File: src/dscp_pkg.sv
package dscp_pkg;

	typedef enum logic [4:0] {
		PH_BASE   = 5'b00001,
		PH_TARGET = 5'b00010,
		PH_CMD    = 5'b00100,
		PH_COPY   = 5'b01000,
		PH_LIT    = 5'b10000
	} phase_t;

	localparam logic [2:0] KIND_BASE_SIZE   = 3'd0;
	localparam logic [2:0] KIND_TARGET_SIZE = 3'd1;
	localparam logic [2:0] KIND_COPY        = 3'd2;
	localparam logic [2:0] KIND_LITERAL     = 3'd3;
	localparam logic [2:0] KIND_END_OK      = 3'd4;
	localparam logic [2:0] KIND_ERROR       = 3'd5;

	localparam logic [1:0] ERR_NONE      = 2'd0;
	localparam logic [1:0] ERR_ZERO_CMD  = 2'd1;
	localparam logic [1:0] ERR_TRUNCATED = 2'd2;
	localparam logic [1:0] ERR_LENGTH    = 2'd3;

	localparam logic [23:0] COPY_SIZE_DEFAULT = 24'h010000;
	localparam logic [6:0]  VARINT_SHIFT_MAX  = 7'd70;
	localparam logic [7:0]  VARINT_STEP       = 8'd7;

	localparam int RES_DEPTH = 4;
	localparam int RES_AW    = $clog2(RES_DEPTH);
	localparam int RES_CW    = $clog2(RES_DEPTH + 1);

	typedef struct packed {
		logic [2:0]  kind;
		logic [63:0] size_value;
		logic [31:0] copy_offset;
		logic [7:0]  literal_value;
		logic [47:0] target_position;
		logic [1:0]  error_code;
		logic        last_result;
	} res_t;

endpackage

File: src/delta_stream_command_parser.sv
// Parses a pack delta stream at one byte per clock cycle while in_stall is low: every byte is
// decoded in the cycle it is accepted, and the zero, one or two result items it causes go into a
// four-entry result queue. Input stall rises only when the queue holds more than two items, so
// with the output side draining one item per cycle the block sustains one byte per cycle; a byte
// that yields two items (a result plus the end-of-stream verdict) pushes both in the same cycle.
// Writing header_present restarts the parser for a new stream.
module delta_stream_command_parser
	import dscp_pkg::*;
(
	input  logic        clk,
	input  logic        arst_n,
	input  logic        cfg_wr_en,
	input  logic        cfg_wr_data,
	input  logic        in_valid,
	output logic        in_stall,
	input  logic [7:0]  delta_byte,
	input  logic        stream_end,
	output logic        out_valid,
	input  logic        out_stall,
	output logic [2:0]  kind,
	output logic [63:0] size_value,
	output logic [31:0] copy_offset,
	output logic [7:0]  literal_value,
	output logic [47:0] target_position,
	output logic [1:0]  error_code,
	output logic        last_result
);

	logic        hdr_q;
	phase_t      phase_q,  phase_nx;
	logic [6:0]  shift_q,  shift_nx;
	logic [63:0] accum_q,  accum_nx;
	logic [63:0] expect_q, expect_nx;
	logic [6:0]  flags_q,  flags_nx;
	logic [31:0] off_q,    off_nx;
	logic [23:0] size_q,   size_nx;
	logic [6:0]  lits_q,   lits_nx;
	logic [47:0] pos_q,    pos_nx;
	logic        err_q,    err_nx;

	logic        accept;
	logic        room;
	logic        p_vld;
	logic        e_vld;
	res_t        p_res;
	res_t        e_res;
	res_t        push0;
	res_t        push1;
	logic [1:0]  push_cnt;
	res_t        head;

	logic [63:0] var_add;
	logic [63:0] acc_new;
	logic [7:0]  shift_sum;
	logic [6:0]  lowbit;
	logic [6:0]  flags_new;
	logic [31:0] off_new;
	logic [23:0] size_new;
	logic [23:0] copy_len;
	logic [23:0] adv_n;
	logic [48:0] adv_sum;
	logic        fault;

	assign in_stall = !room;
	assign accept   = in_valid && !in_stall;

	assign var_add   = shift_q[6] ? 64'd0 : ({57'd0, delta_byte[6:0]} << shift_q[5:0]);
	assign acc_new   = accum_q | var_add;
	assign shift_sum = {1'b0, shift_q} + VARINT_STEP;
	assign lowbit    = flags_q & (~flags_q + 7'd1);
	assign flags_new = flags_q & ~lowbit;
	assign off_new   = off_q | ({{8{lowbit[3]}}, {8{lowbit[2]}}, {8{lowbit[1]}},
		{8{lowbit[0]}}} & {4{delta_byte}});
	assign size_new  = size_q | ({{8{lowbit[6]}}, {8{lowbit[5]}}, {8{lowbit[4]}}}
		& {3{delta_byte}});
	assign copy_len  = (size_new == 24'd0) ? COPY_SIZE_DEFAULT : size_new;

	always_comb begin
		phase_nx  = phase_q;
		shift_nx  = shift_q;
		accum_nx  = accum_q;
		expect_nx = expect_q;
		flags_nx  = flags_q;
		off_nx    = off_q;
		size_nx   = size_q;
		lits_nx   = lits_q;
		err_nx    = err_q;
		p_vld     = 1'b0;
		p_res     = '0;
		e_vld     = 1'b0;
		e_res     = '0;
		fault     = 1'b0;
		adv_n     = 24'd0;

		if (!err_q) begin
			unique case (phase_q) inside
				PH_BASE, PH_TARGET: begin
					if (!delta_byte[7]) begin
						p_vld = 1'b1;
						p_res.kind = (phase_q == PH_BASE) ? KIND_BASE_SIZE : KIND_TARGET_SIZE;
						p_res.size_value = acc_new;
						if (phase_q == PH_TARGET) begin
							expect_nx = acc_new;
							phase_nx  = PH_CMD;
						end else begin
							phase_nx = PH_TARGET;
						end
						accum_nx = 64'd0;
						shift_nx = 7'd0;
					end else begin
						accum_nx = acc_new;
						shift_nx = (shift_sum > {1'b0, VARINT_SHIFT_MAX}) ? VARINT_SHIFT_MAX
							: shift_sum[6:0];
					end
				end
				PH_CMD: begin
					if (delta_byte[7]) begin
						off_nx  = 32'd0;
						size_nx = 24'd0;
						if (delta_byte[6:0] == 7'd0) begin
							flags_nx = 7'd0;
							p_vld = 1'b1;
							p_res.kind = KIND_COPY;
							p_res.size_value = {40'd0, COPY_SIZE_DEFAULT};
							p_res.target_position = pos_q;
							adv_n = COPY_SIZE_DEFAULT;
						end else begin
							flags_nx = delta_byte[6:0];
							phase_nx = PH_COPY;
						end
					end else if (delta_byte != 8'd0) begin
						lits_nx  = delta_byte[6:0];
						phase_nx = PH_LIT;
					end else begin
						p_vld = 1'b1;
						p_res.kind = KIND_ERROR;
						p_res.error_code = ERR_ZERO_CMD;
						err_nx = 1'b1;
						fault  = 1'b1;
					end
				end
				PH_COPY: begin
					if (flags_new == 7'd0) begin
						p_vld = 1'b1;
						p_res.kind = KIND_COPY;
						p_res.size_value = {40'd0, copy_len};
						p_res.copy_offset = off_new;
						p_res.target_position = pos_q;
						adv_n    = copy_len;
						off_nx   = 32'd0;
						size_nx  = 24'd0;
						flags_nx = 7'd0;
						phase_nx = PH_CMD;
					end else begin
						off_nx   = off_new;
						size_nx  = size_new;
						flags_nx = flags_new;
					end
				end
				PH_LIT: begin
					p_vld = 1'b1;
					p_res.kind = KIND_LITERAL;
					p_res.literal_value = delta_byte;
					p_res.target_position = pos_q;
					adv_n = 24'd1;
					if (lits_q != 7'd0) begin
						lits_nx = lits_q - 7'd1;
					end
					if (lits_q <= 7'd1) begin
						phase_nx = PH_CMD;
					end
				end
				default: begin
					phase_nx = PH_CMD;
				end
			endcase
		end

		adv_sum = {1'b0, pos_q} + {25'd0, adv_n};
		pos_nx  = adv_sum[48] ? 48'hFFFF_FFFF_FFFF : adv_sum[47:0];

		if (stream_end && !err_q && !fault) begin
			e_vld = 1'b1;
			if (phase_nx != PH_CMD) begin
				e_res.kind = KIND_ERROR;
				e_res.error_code = ERR_TRUNCATED;
			end else if (hdr_q && ({16'd0, pos_nx} != expect_nx)) begin
				e_res.kind = KIND_ERROR;
				e_res.size_value = {16'd0, pos_nx};
				e_res.error_code = ERR_LENGTH;
			end else begin
				e_res.kind = KIND_END_OK;
				e_res.size_value = {16'd0, pos_nx};
			end
		end

		if (stream_end) begin
			phase_nx  = hdr_q ? PH_BASE : PH_CMD;
			shift_nx  = 7'd0;
			accum_nx  = 64'd0;
			expect_nx = 64'd0;
			flags_nx  = 7'd0;
			off_nx    = 32'd0;
			size_nx   = 24'd0;
			lits_nx   = 7'd0;
			pos_nx    = 48'd0;
			err_nx    = 1'b0;
		end
	end

	always_comb begin
		push0 = p_vld ? p_res : e_res;
		push1 = e_res;
		push0.last_result = !(p_vld && e_vld);
		push1.last_result = 1'b1;
		push_cnt = 2'd0;
		if (accept) begin
			push_cnt = {1'b0, p_vld} + {1'b0, e_vld};
		end
	end

	always_ff @(posedge clk or negedge arst_n) begin
		if (!arst_n) begin
			hdr_q    <= 1'b1;
			phase_q  <= PH_BASE;
			shift_q  <= '0;
			accum_q  <= '0;
			expect_q <= '0;
			flags_q  <= '0;
			off_q    <= '0;
			size_q   <= '0;
			lits_q   <= '0;
			pos_q    <= '0;
			err_q    <= 1'b0;
		end else if (cfg_wr_en) begin
			hdr_q    <= cfg_wr_data;
			phase_q  <= cfg_wr_data ? PH_BASE : PH_CMD;
			shift_q  <= '0;
			accum_q  <= '0;
			expect_q <= '0;
			flags_q  <= '0;
			off_q    <= '0;
			size_q   <= '0;
			lits_q   <= '0;
			pos_q    <= '0;
			err_q    <= 1'b0;
		end else if (accept) begin
			phase_q  <= phase_nx;
			shift_q  <= shift_nx;
			accum_q  <= accum_nx;
			expect_q <= expect_nx;
			flags_q  <= flags_nx;
			off_q    <= off_nx;
			size_q   <= size_nx;
			lits_q   <= lits_nx;
			pos_q    <= pos_nx;
			err_q    <= err_nx;
		end
	end

	dscp_res_fifo u_res_fifo (
		.clk       (clk),
		.arst_n    (arst_n),
		.push_cnt  (push_cnt),
		.push0     (push0),
		.push1     (push1),
		.room      (room),
		.pop_valid (out_valid),
		.pop_stall (out_stall),
		.pop_data  (head)
	);

	assign kind            = head.kind;
	assign size_value      = head.size_value;
	assign copy_offset     = head.copy_offset;
	assign literal_value   = head.literal_value;
	assign target_position = head.target_position;
	assign error_code      = head.error_code;
	assign last_result     = head.last_result;

endmodule

File: src/dscp_res_fifo.sv
module dscp_res_fifo
	import dscp_pkg::*;
(
	input  logic       clk,
	input  logic       arst_n,
	input  logic [1:0] push_cnt,
	input  res_t       push0,
	input  res_t       push1,
	output logic       room,
	output logic       pop_valid,
	input  logic       pop_stall,
	output res_t       pop_data
);

	res_t              mem_q [RES_DEPTH];
	logic [RES_AW-1:0] wr_ptr_q;
	logic [RES_AW-1:0] rd_ptr_q;
	logic [RES_CW-1:0] cnt_q;
	logic              pop;
	logic [RES_AW-1:0] wr_ptr_p1;

	assign pop_valid = (cnt_q != '0);
	assign pop       = pop_valid && !pop_stall;
	assign pop_data  = mem_q[rd_ptr_q];
	assign room      = (cnt_q <= RES_CW'(RES_DEPTH - 2));
	assign wr_ptr_p1 = wr_ptr_q + RES_AW'(1);

	always_ff @(posedge clk or negedge arst_n) begin
		if (!arst_n) begin
			wr_ptr_q <= '0;
			rd_ptr_q <= '0;
			cnt_q    <= '0;
		end else begin
			wr_ptr_q <= wr_ptr_q + RES_AW'(push_cnt);
			if (pop) begin
				rd_ptr_q <= rd_ptr_q + RES_AW'(1);
			end
			cnt_q <= cnt_q + RES_CW'(push_cnt) - RES_CW'(pop);
		end
	end

	always_ff @(posedge clk) begin
		if (push_cnt != 2'd0) begin
			mem_q[wr_ptr_q] <= push0;
		end
		if (push_cnt == 2'd2) begin
			mem_q[wr_ptr_p1] <= push1;
		end
	end

endmodule
File: config.mk
export PLATFORM = sky130hd
export DESIGN_NAME = delta_stream_command_parser
export DESIGN_NICKNAME = d
export VERILOG_FILES = /design/src/dscp_pkg.sv /design/src/delta_stream_command_parser.sv /design/src/dscp_res_fifo.sv
export SDC_FILE = /design/constraint.sdc
export NUM_CORES = 2
export LEC_CHECK = 0
export BUFFER_PORTS_ARGS = -buffer_cell sky130_fd_sc_hd__buf_2
export CELL_PAD_IN_SITES_DETAIL_PLACEMENT = 2
export CELL_PAD_IN_SITES_GLOBAL_PLACEMENT = 2
export CORE_UTILIZATION = 44
export CTS_CLUSTER_SIZE = 8
export DETAILED_ROUTE_END_ITERATION = 8
export PLACE_DENSITY_LB_ADDON = 0.1
export SYNTH_ARGS = -nofsm -noshare
export SYNTH_HDL_FRONTEND = slang
export SYNTH_SLANG_ARGS = --single-unit
File: constraint.sdc
create_clock -name clk -period 17.9 [get_ports clk]
set_input_delay 0.895 -clock clk [delete_from_list [all_inputs] [get_ports clk]]
set_output_delay 0.895 -clock clk [all_outputs]
set_load 0.1 [all_outputs]
Yosys cells after proc, flatten, opt, wreduce, memory -nomap -nowiden --
Memories as Yosys holds them, arrays and structs flattened. Index checks and enable logic that the tools add are counted.
Word-level totals: register bits 267, memory bits (writable) 632, input port bits 15, output and inout port bits 160, logic and storage cells 199, memories kept 1
Operators by class: add/sub/neg operators 10, magnitude comparators 3, equal/unequal tests 13, shifts and indexed selects 1, mux-type cells 122, bitwise operators 9, reductions and logical operators 26
Memories:
- u_res_fifo.mem_q | depth 4, bits a word 158, read ports 1, clocked after Yosys merged registers in 0, write ports 2, line dscp_res_fifo.sv:15 | res_t mem_q [RES_DEPTH];
Operators with widths (count):
- $mux 64 | 16
- $mux 48 | 7
- $mux 32 | 7
- $mux 24 | 9
- $pmux 64 s3 | 1
- $mux 158 | 1
- $mux 157 | 1
- $mux 7 | 21
- $pmux 48 s3 | 1
- $mux 65 | 2
- $mux 98 | 1
- $pmux 24 s3 | 1
- $mux 67 | 1
- $mux 66 | 1
- $ne 48x64->1 | 1
- $or 64x64->64 | 1
- $pmux 32 s2 | 1
- $shl 7x6->64 | 1
- $mux 5 | 10
- $add 48x24->49 | 1
- $pmux 24 s2 | 1
- $mux 17 | 2
- $and 32x32->32 | 1
- $or 32x32->32 | 1
- 46 further kinds | 94

Longest topological paths before layout --
word-level depth 18, mapped depth 28

By module --
Synthesis repeated with hierarchy kept, for this count alone.
Second synthesis, totals: cells, all modules 4009, area, all modules 49458.7 sq um
Modules (own cells, without submodules):
- dscp_res_fifo | times used 1, cells an instance 1571, area an instance 30813.3 sq um, sequential area each 19153.4 sq um
- delta_stream_command_parser | times used 1, cells an instance 2438, area an instance 18645.4 sq um, sequential area each 6508.7 sq um

Worst setup path after synthesis --
OpenSTA, ideal clock, no wires.
path type input port to flip-flop, start point input delta_byte[1], end point memory u_res_fifo.mem_q[0][1] (netlist bit) (data pin), library setup time 0.272 ns, arrival 6.260 ns, required time 17.628 ns, path slack 11.368 ns, cell stages on the path 26, buffers on the path 3, cells stage by stage or4_1 > or4_1 > a21oi_1 > nand4_1 > nor3_1 > or2_2 > clkbuf_1 > nor2_1 > nor2_1 > nor2_1 > ha_1 > fa_1 > a211oi_1 > o211ai_1 > nand2_1 > a21o_1 > o21a_1 > buf_2 > clkbuf_1 > a21oi_1 > o32ai_1 > xnor2_1 > a2111oi_1 > nand4_2 > o311ai_4 > o22ai_1
RTL lines:
- from (decl) | line delta_stream_command_parser.sv:16 | input logic [7:0] delta_byte,
- to (decl) | line dscp_res_fifo.sv:15

==> flow_summary.toml <==
[clock_network]
cts_max_level = 4
clk_pin_slew_ns = 0.06
cts_sinks = 899
cts.root.buffer_cell = "clkbuf_16"
cts_tree = "yes"
cts_made_buffers = 131
cts_setup_buffers = 0
hold_buffers = 0
cts_max_path_buffers = 3
cts-resized-gates = 0
insertion_delay_ns = 0.75

[sta]
hold_ws_ns = 0.09586
skew_ns = 0.02422
final_max_slew_viol_count = 0
setup_viol = 0
worst_slew_pin_slew_ns = 1.253
max_freq_mhz = 117.7
slew_headroom_pct = 15.83
min_period_ns = 8.495
fin_crit_sh_pct = 47.46
hold_viol = 0
grt_setup_unrepaired = "no"
setup-tns-final_ns = 0

[power]
report.power.total_mw = 6.269
swShare_pct = 37.56
p_leak_nw = 17.97
p_int_mw = 3.914
vdd_drop_max_v = 0.0001299
p_comb_share_pct = 26.2
p_switching_mw = 2.355
seq_power_share_pct = 36.1
clock_power_share_pct = 37.7
p_per_area_nw_per_um2 = 130.3

[flow_run]
max_cap_violations = 0

[routing]
wire_per_inst_um = 33.44
drtIter0Drc = 3687
route.detailed.drc = 0
antenna_left = 0
viasPerCell = 6.824
drt_first_pass_iters = 5
drt_wl_total_mm = 181.8
via_count = 37104

[floorplanning]
io_pins = 175
rows = 113
die_area_um2 = 97560
fp.dieW_um = 312.3
dieHeight_um = 312.3
start_util_pct = 44.54
core_um2 = 95150

[final_layout]
nets = 4147
drive_above_1_share_pct = 15.80
seq_area_um2 = 21430
area_growth_pct = 13.52
multi_input_area_um2 = 19550
n_fill_cell = 9582
finalNonFillerCells = 5437
design_area_um2 = 48110

[logic_synthesis]
synthDominantCellAreaShare_pct = 20.03
syn_area_um2 = 42380
yosysWarnings = 0
syn_inst = 4069
synth.net_count = 4119
synth-seq-cells = 899
synthTopCellsByArea = "dfxtp_1, dfrtp_1, edfxtp_1, mux4_2, a22o_1"
synth.largest_area_cell = "dfxtp_1"
synth.avg_cell_area_um2 = 10.41
synth_edf_count = 208
synth.distinct_cells = 93
synth_flop_cell = "dfxtp_1"
seq_area_frac_synth_pct = 50.54
synth-async-reset-ratio_pct = 29.70

[setup_path]
critical_path.slowest_cell = "or3_1"
crit_fanout = 22
required_ns = 18.35
max_stage_delay_ns = 0.73
worstSetupPathType = "flop to flop"
cp_common_cell = "nor2_1"
crit_path_end_kind = "flop"
worstPathCellList = "or3_1 -> nor3_1 -> and2_1 -> a21oi_1 -> nand3_1 -> nor3_1 -> or3_1 -> nor2_1 -> fa_1 -> a211oi_1 -> o211ai_1 -> nand2_1 -> a21o_1 -> o21a_1 -> nor2_1 -> nor2_1 -> xor2_1 -> a2111oi_0 -> nand4_1 -> o311ai_4 -> o22ai_1"
cp-start-kind = "flop"
worstPathArrival_ns = 8.95

[run_status]
status = "completed"

[grt]
grtUsageTotal_pct = 36.83
overflow = 0
grt_pass1_wl_mm = 269.5
grt_max_degree = 153
first_global_vias = 39290
antenna_found_initial = 4

[worst_hold_path]
hold_path.class = "input port to asynchronous set/reset pin"

[place]
place_congestion = 0.9607
io_buffers = 174
dp.cells = 5229
dp_hpwl_mm = 116.8
place_area_um2 = 44290
==> metrics by stage <==
stage / util, % / worst slack (ns)
3_5_place_dp: 46.55 / 9.069
4_1_cts: 50.55 / 9.581
2_1_floorplan: - / 11.37
6_report: 50.56 / 9.405
3_3_place_gp: 46.55 / 9.403
5_1_grt: 50.55 / 9.014
==> layout make-up <==
type                       count  share of cell area [%]
tap                         1265                   3.290
sequential                   899                   44.54
clock inverter                16                  0.5566
timing repair buffer         263                   3.272
antenna                        2                 0.01040
multi-input combinational   2759                   40.64
inverter                      43                  0.3355
clock buffer                 190                   7.360
==> placed cells by master (no fill, tap or decap), types with 9 or more instances in the layout <==
cell type / synthesis / layout
clkbuf_1: 306 / 56
nor2_4: 0 / 9
or3_1: 35 / 35
o22ai_1: 221 / 221
xor2_1: 29 / 29
or2_2: 17 / 17
inv_1: 42 / 38
a22o_1: 303 / 303
mux4_2: 160 / 160
nor2b_1: 21 / 21
nand3_1: 45 / 44
and3_1: 19 / 18
edfxtp_1: 208 / 208
nand2b_1: 41 / 39
buf_2: 24 / 173
o211ai_1: 32 / 32
clkbuf_16: 0 / 132
nor3_1: 38 / 37
dfrtp_1: 265 / 263
nor4_1: 20 / 18
o31ai_1: 14 / 14
xnor2_1: 40 / 40
dfxtp_1: 424 / 424
a21oi_1: 307 / 302
o21a_1: 13 / 13
a211oi_1: 20 / 20
mux2i_1: 11 / 11
a32o_1: 85 / 85
ha_1: 33 / 33
a31oi_1: 23 / 22
nor2_1: 307 / 295
buf_4: 0 / 87
and2_1: 16 / 13
nand2_1: 399 / 399
o21bai_1: 11 / 10
nand4_1: 24 / 24
a21o_1: 28 / 28
o21ai_0: 293 / 291
==> cells in the mapped netlist (6+ instances only) <==
library cell and instances:
a31oi_1 23, o221ai_1 7, buf_2 24, clkbuf_1 306
a21o_1 28, dfxtp_1 424, dfrtp_1 265, o22ai_1 221
a21oi_1 307, mux2_2 6, o211ai_1 32, nand4_1 24
a22oi_1 8, nor3_1 38, or3_1 35, nand2b_1 41
o21bai_1 11, xnor2_1 40, nor3b_1 8, a32o_1 85
inv_1 42, and2_1 16, nand3_1 45, or4_1 8
nand2_1 399, mux2i_1 11, nor2_1 307, or2_2 17
and3_1 19, o21a_1 13, a22o_1 303, ha_1 33
a31o_2 6, nor4_1 20, xor2_1 29, nor2b_1 21
buf_1 35, a211oi_1 20, o21ai_0 293, a32oi_1 7
edfxtp_1 208, mux4_2 160, o31ai_1 14
==> routing by layer <==
layer  share of wire (%)  GRT usage, %  vias up
li1                    -             -    15474
met1                  42         50.04    19670
met2                  47         58.57     1578
met3                 7.5         6.868      374
met4                 3.6         13.75        8
met5               0.028             0        -
==> flip-flops by register name, summed over array words and instances (netlist names) <==
register             cells
u_res_fifo.mem_q       632
accum_q                 64
expect_q                64
pos_q                   48
off_q                   32
size_q                  24
flags_q                  7
lits_q                   7
shift_q                  7
phase_q                  5
u_res_fifo.cnt_q         3
u_res_fifo.rd_ptr_q      2
u_res_fifo.wr_ptr_q      2
err_q                    1
hdr_q                    1
==> final timing paths <==
check	startpoint	endpoint	slack [ns]	depth (start not counted)
max reg2reg	flags_q[0]$_DFFE_PN0P_	u_res_fifo.mem_q[1][1]$_DFFE_PP_	9.41	21
max	flags_q[0]$_DFFE_PN0P_	u_res_fifo.mem_q[1][1]$_DFFE_PP_	9.41	21
min in group clk	cfg_wr_data	hdr_q$_DFFE_PN1P_	0.45	2
max in group asynchronous	arst_n	u_res_fifo.rd_ptr_q[1]$_DFFE_PN0P_	15.54	3
min reg2reg	u_res_fifo.mem_q[1][145]$_SDFFE_PP0P_	u_res_fifo.mem_q[1][145]$_SDFFE_PP0P_	0.45	2
min	arst_n	expect_q[40]$_DFFE_PN0P_	0.1	1
==> cell families after synthesis <==
group | after synthesis | synth area share [%]
DFF | 899 | 50.54
and+or+nand+nor | 1033 | 11.13
xor gates and xnor gates | 69 | 1.426
adders and majority gates | 36 | 1.092
AOI/OAI and AO/OA | 1438 | 22.89
buffers and inverters | 411 | 3.765
muxes | 183 | 9.156
==> power by group through the flow <==
stage / combinational, mW / clock (mW) / sequential, mW
final: 1.64 / 2.36 / 2.26
after global routing: 1.69 / 2.47 / 2.27
after CTS: 1.63 / 2.39 / 2.26
after detailed placement: 1.62 / 0 / 2.30
after global placement: 1.60 / 0 / 2.29
after floorplan: 1.24 / 0 / 2.21
==> critical path, delay by kind of cell (launching register included) <==
family                     cells  cell delay (ns)
adders and majority gates      1             0.46
DFF                            1             0.70
xor gates and xnor gates       1             0.09
AOI/OAI and AO/OA              8             3.31
and+or+nand+nor               11             3.61
No activity file was read; power rests on OpenSTA's default activity.
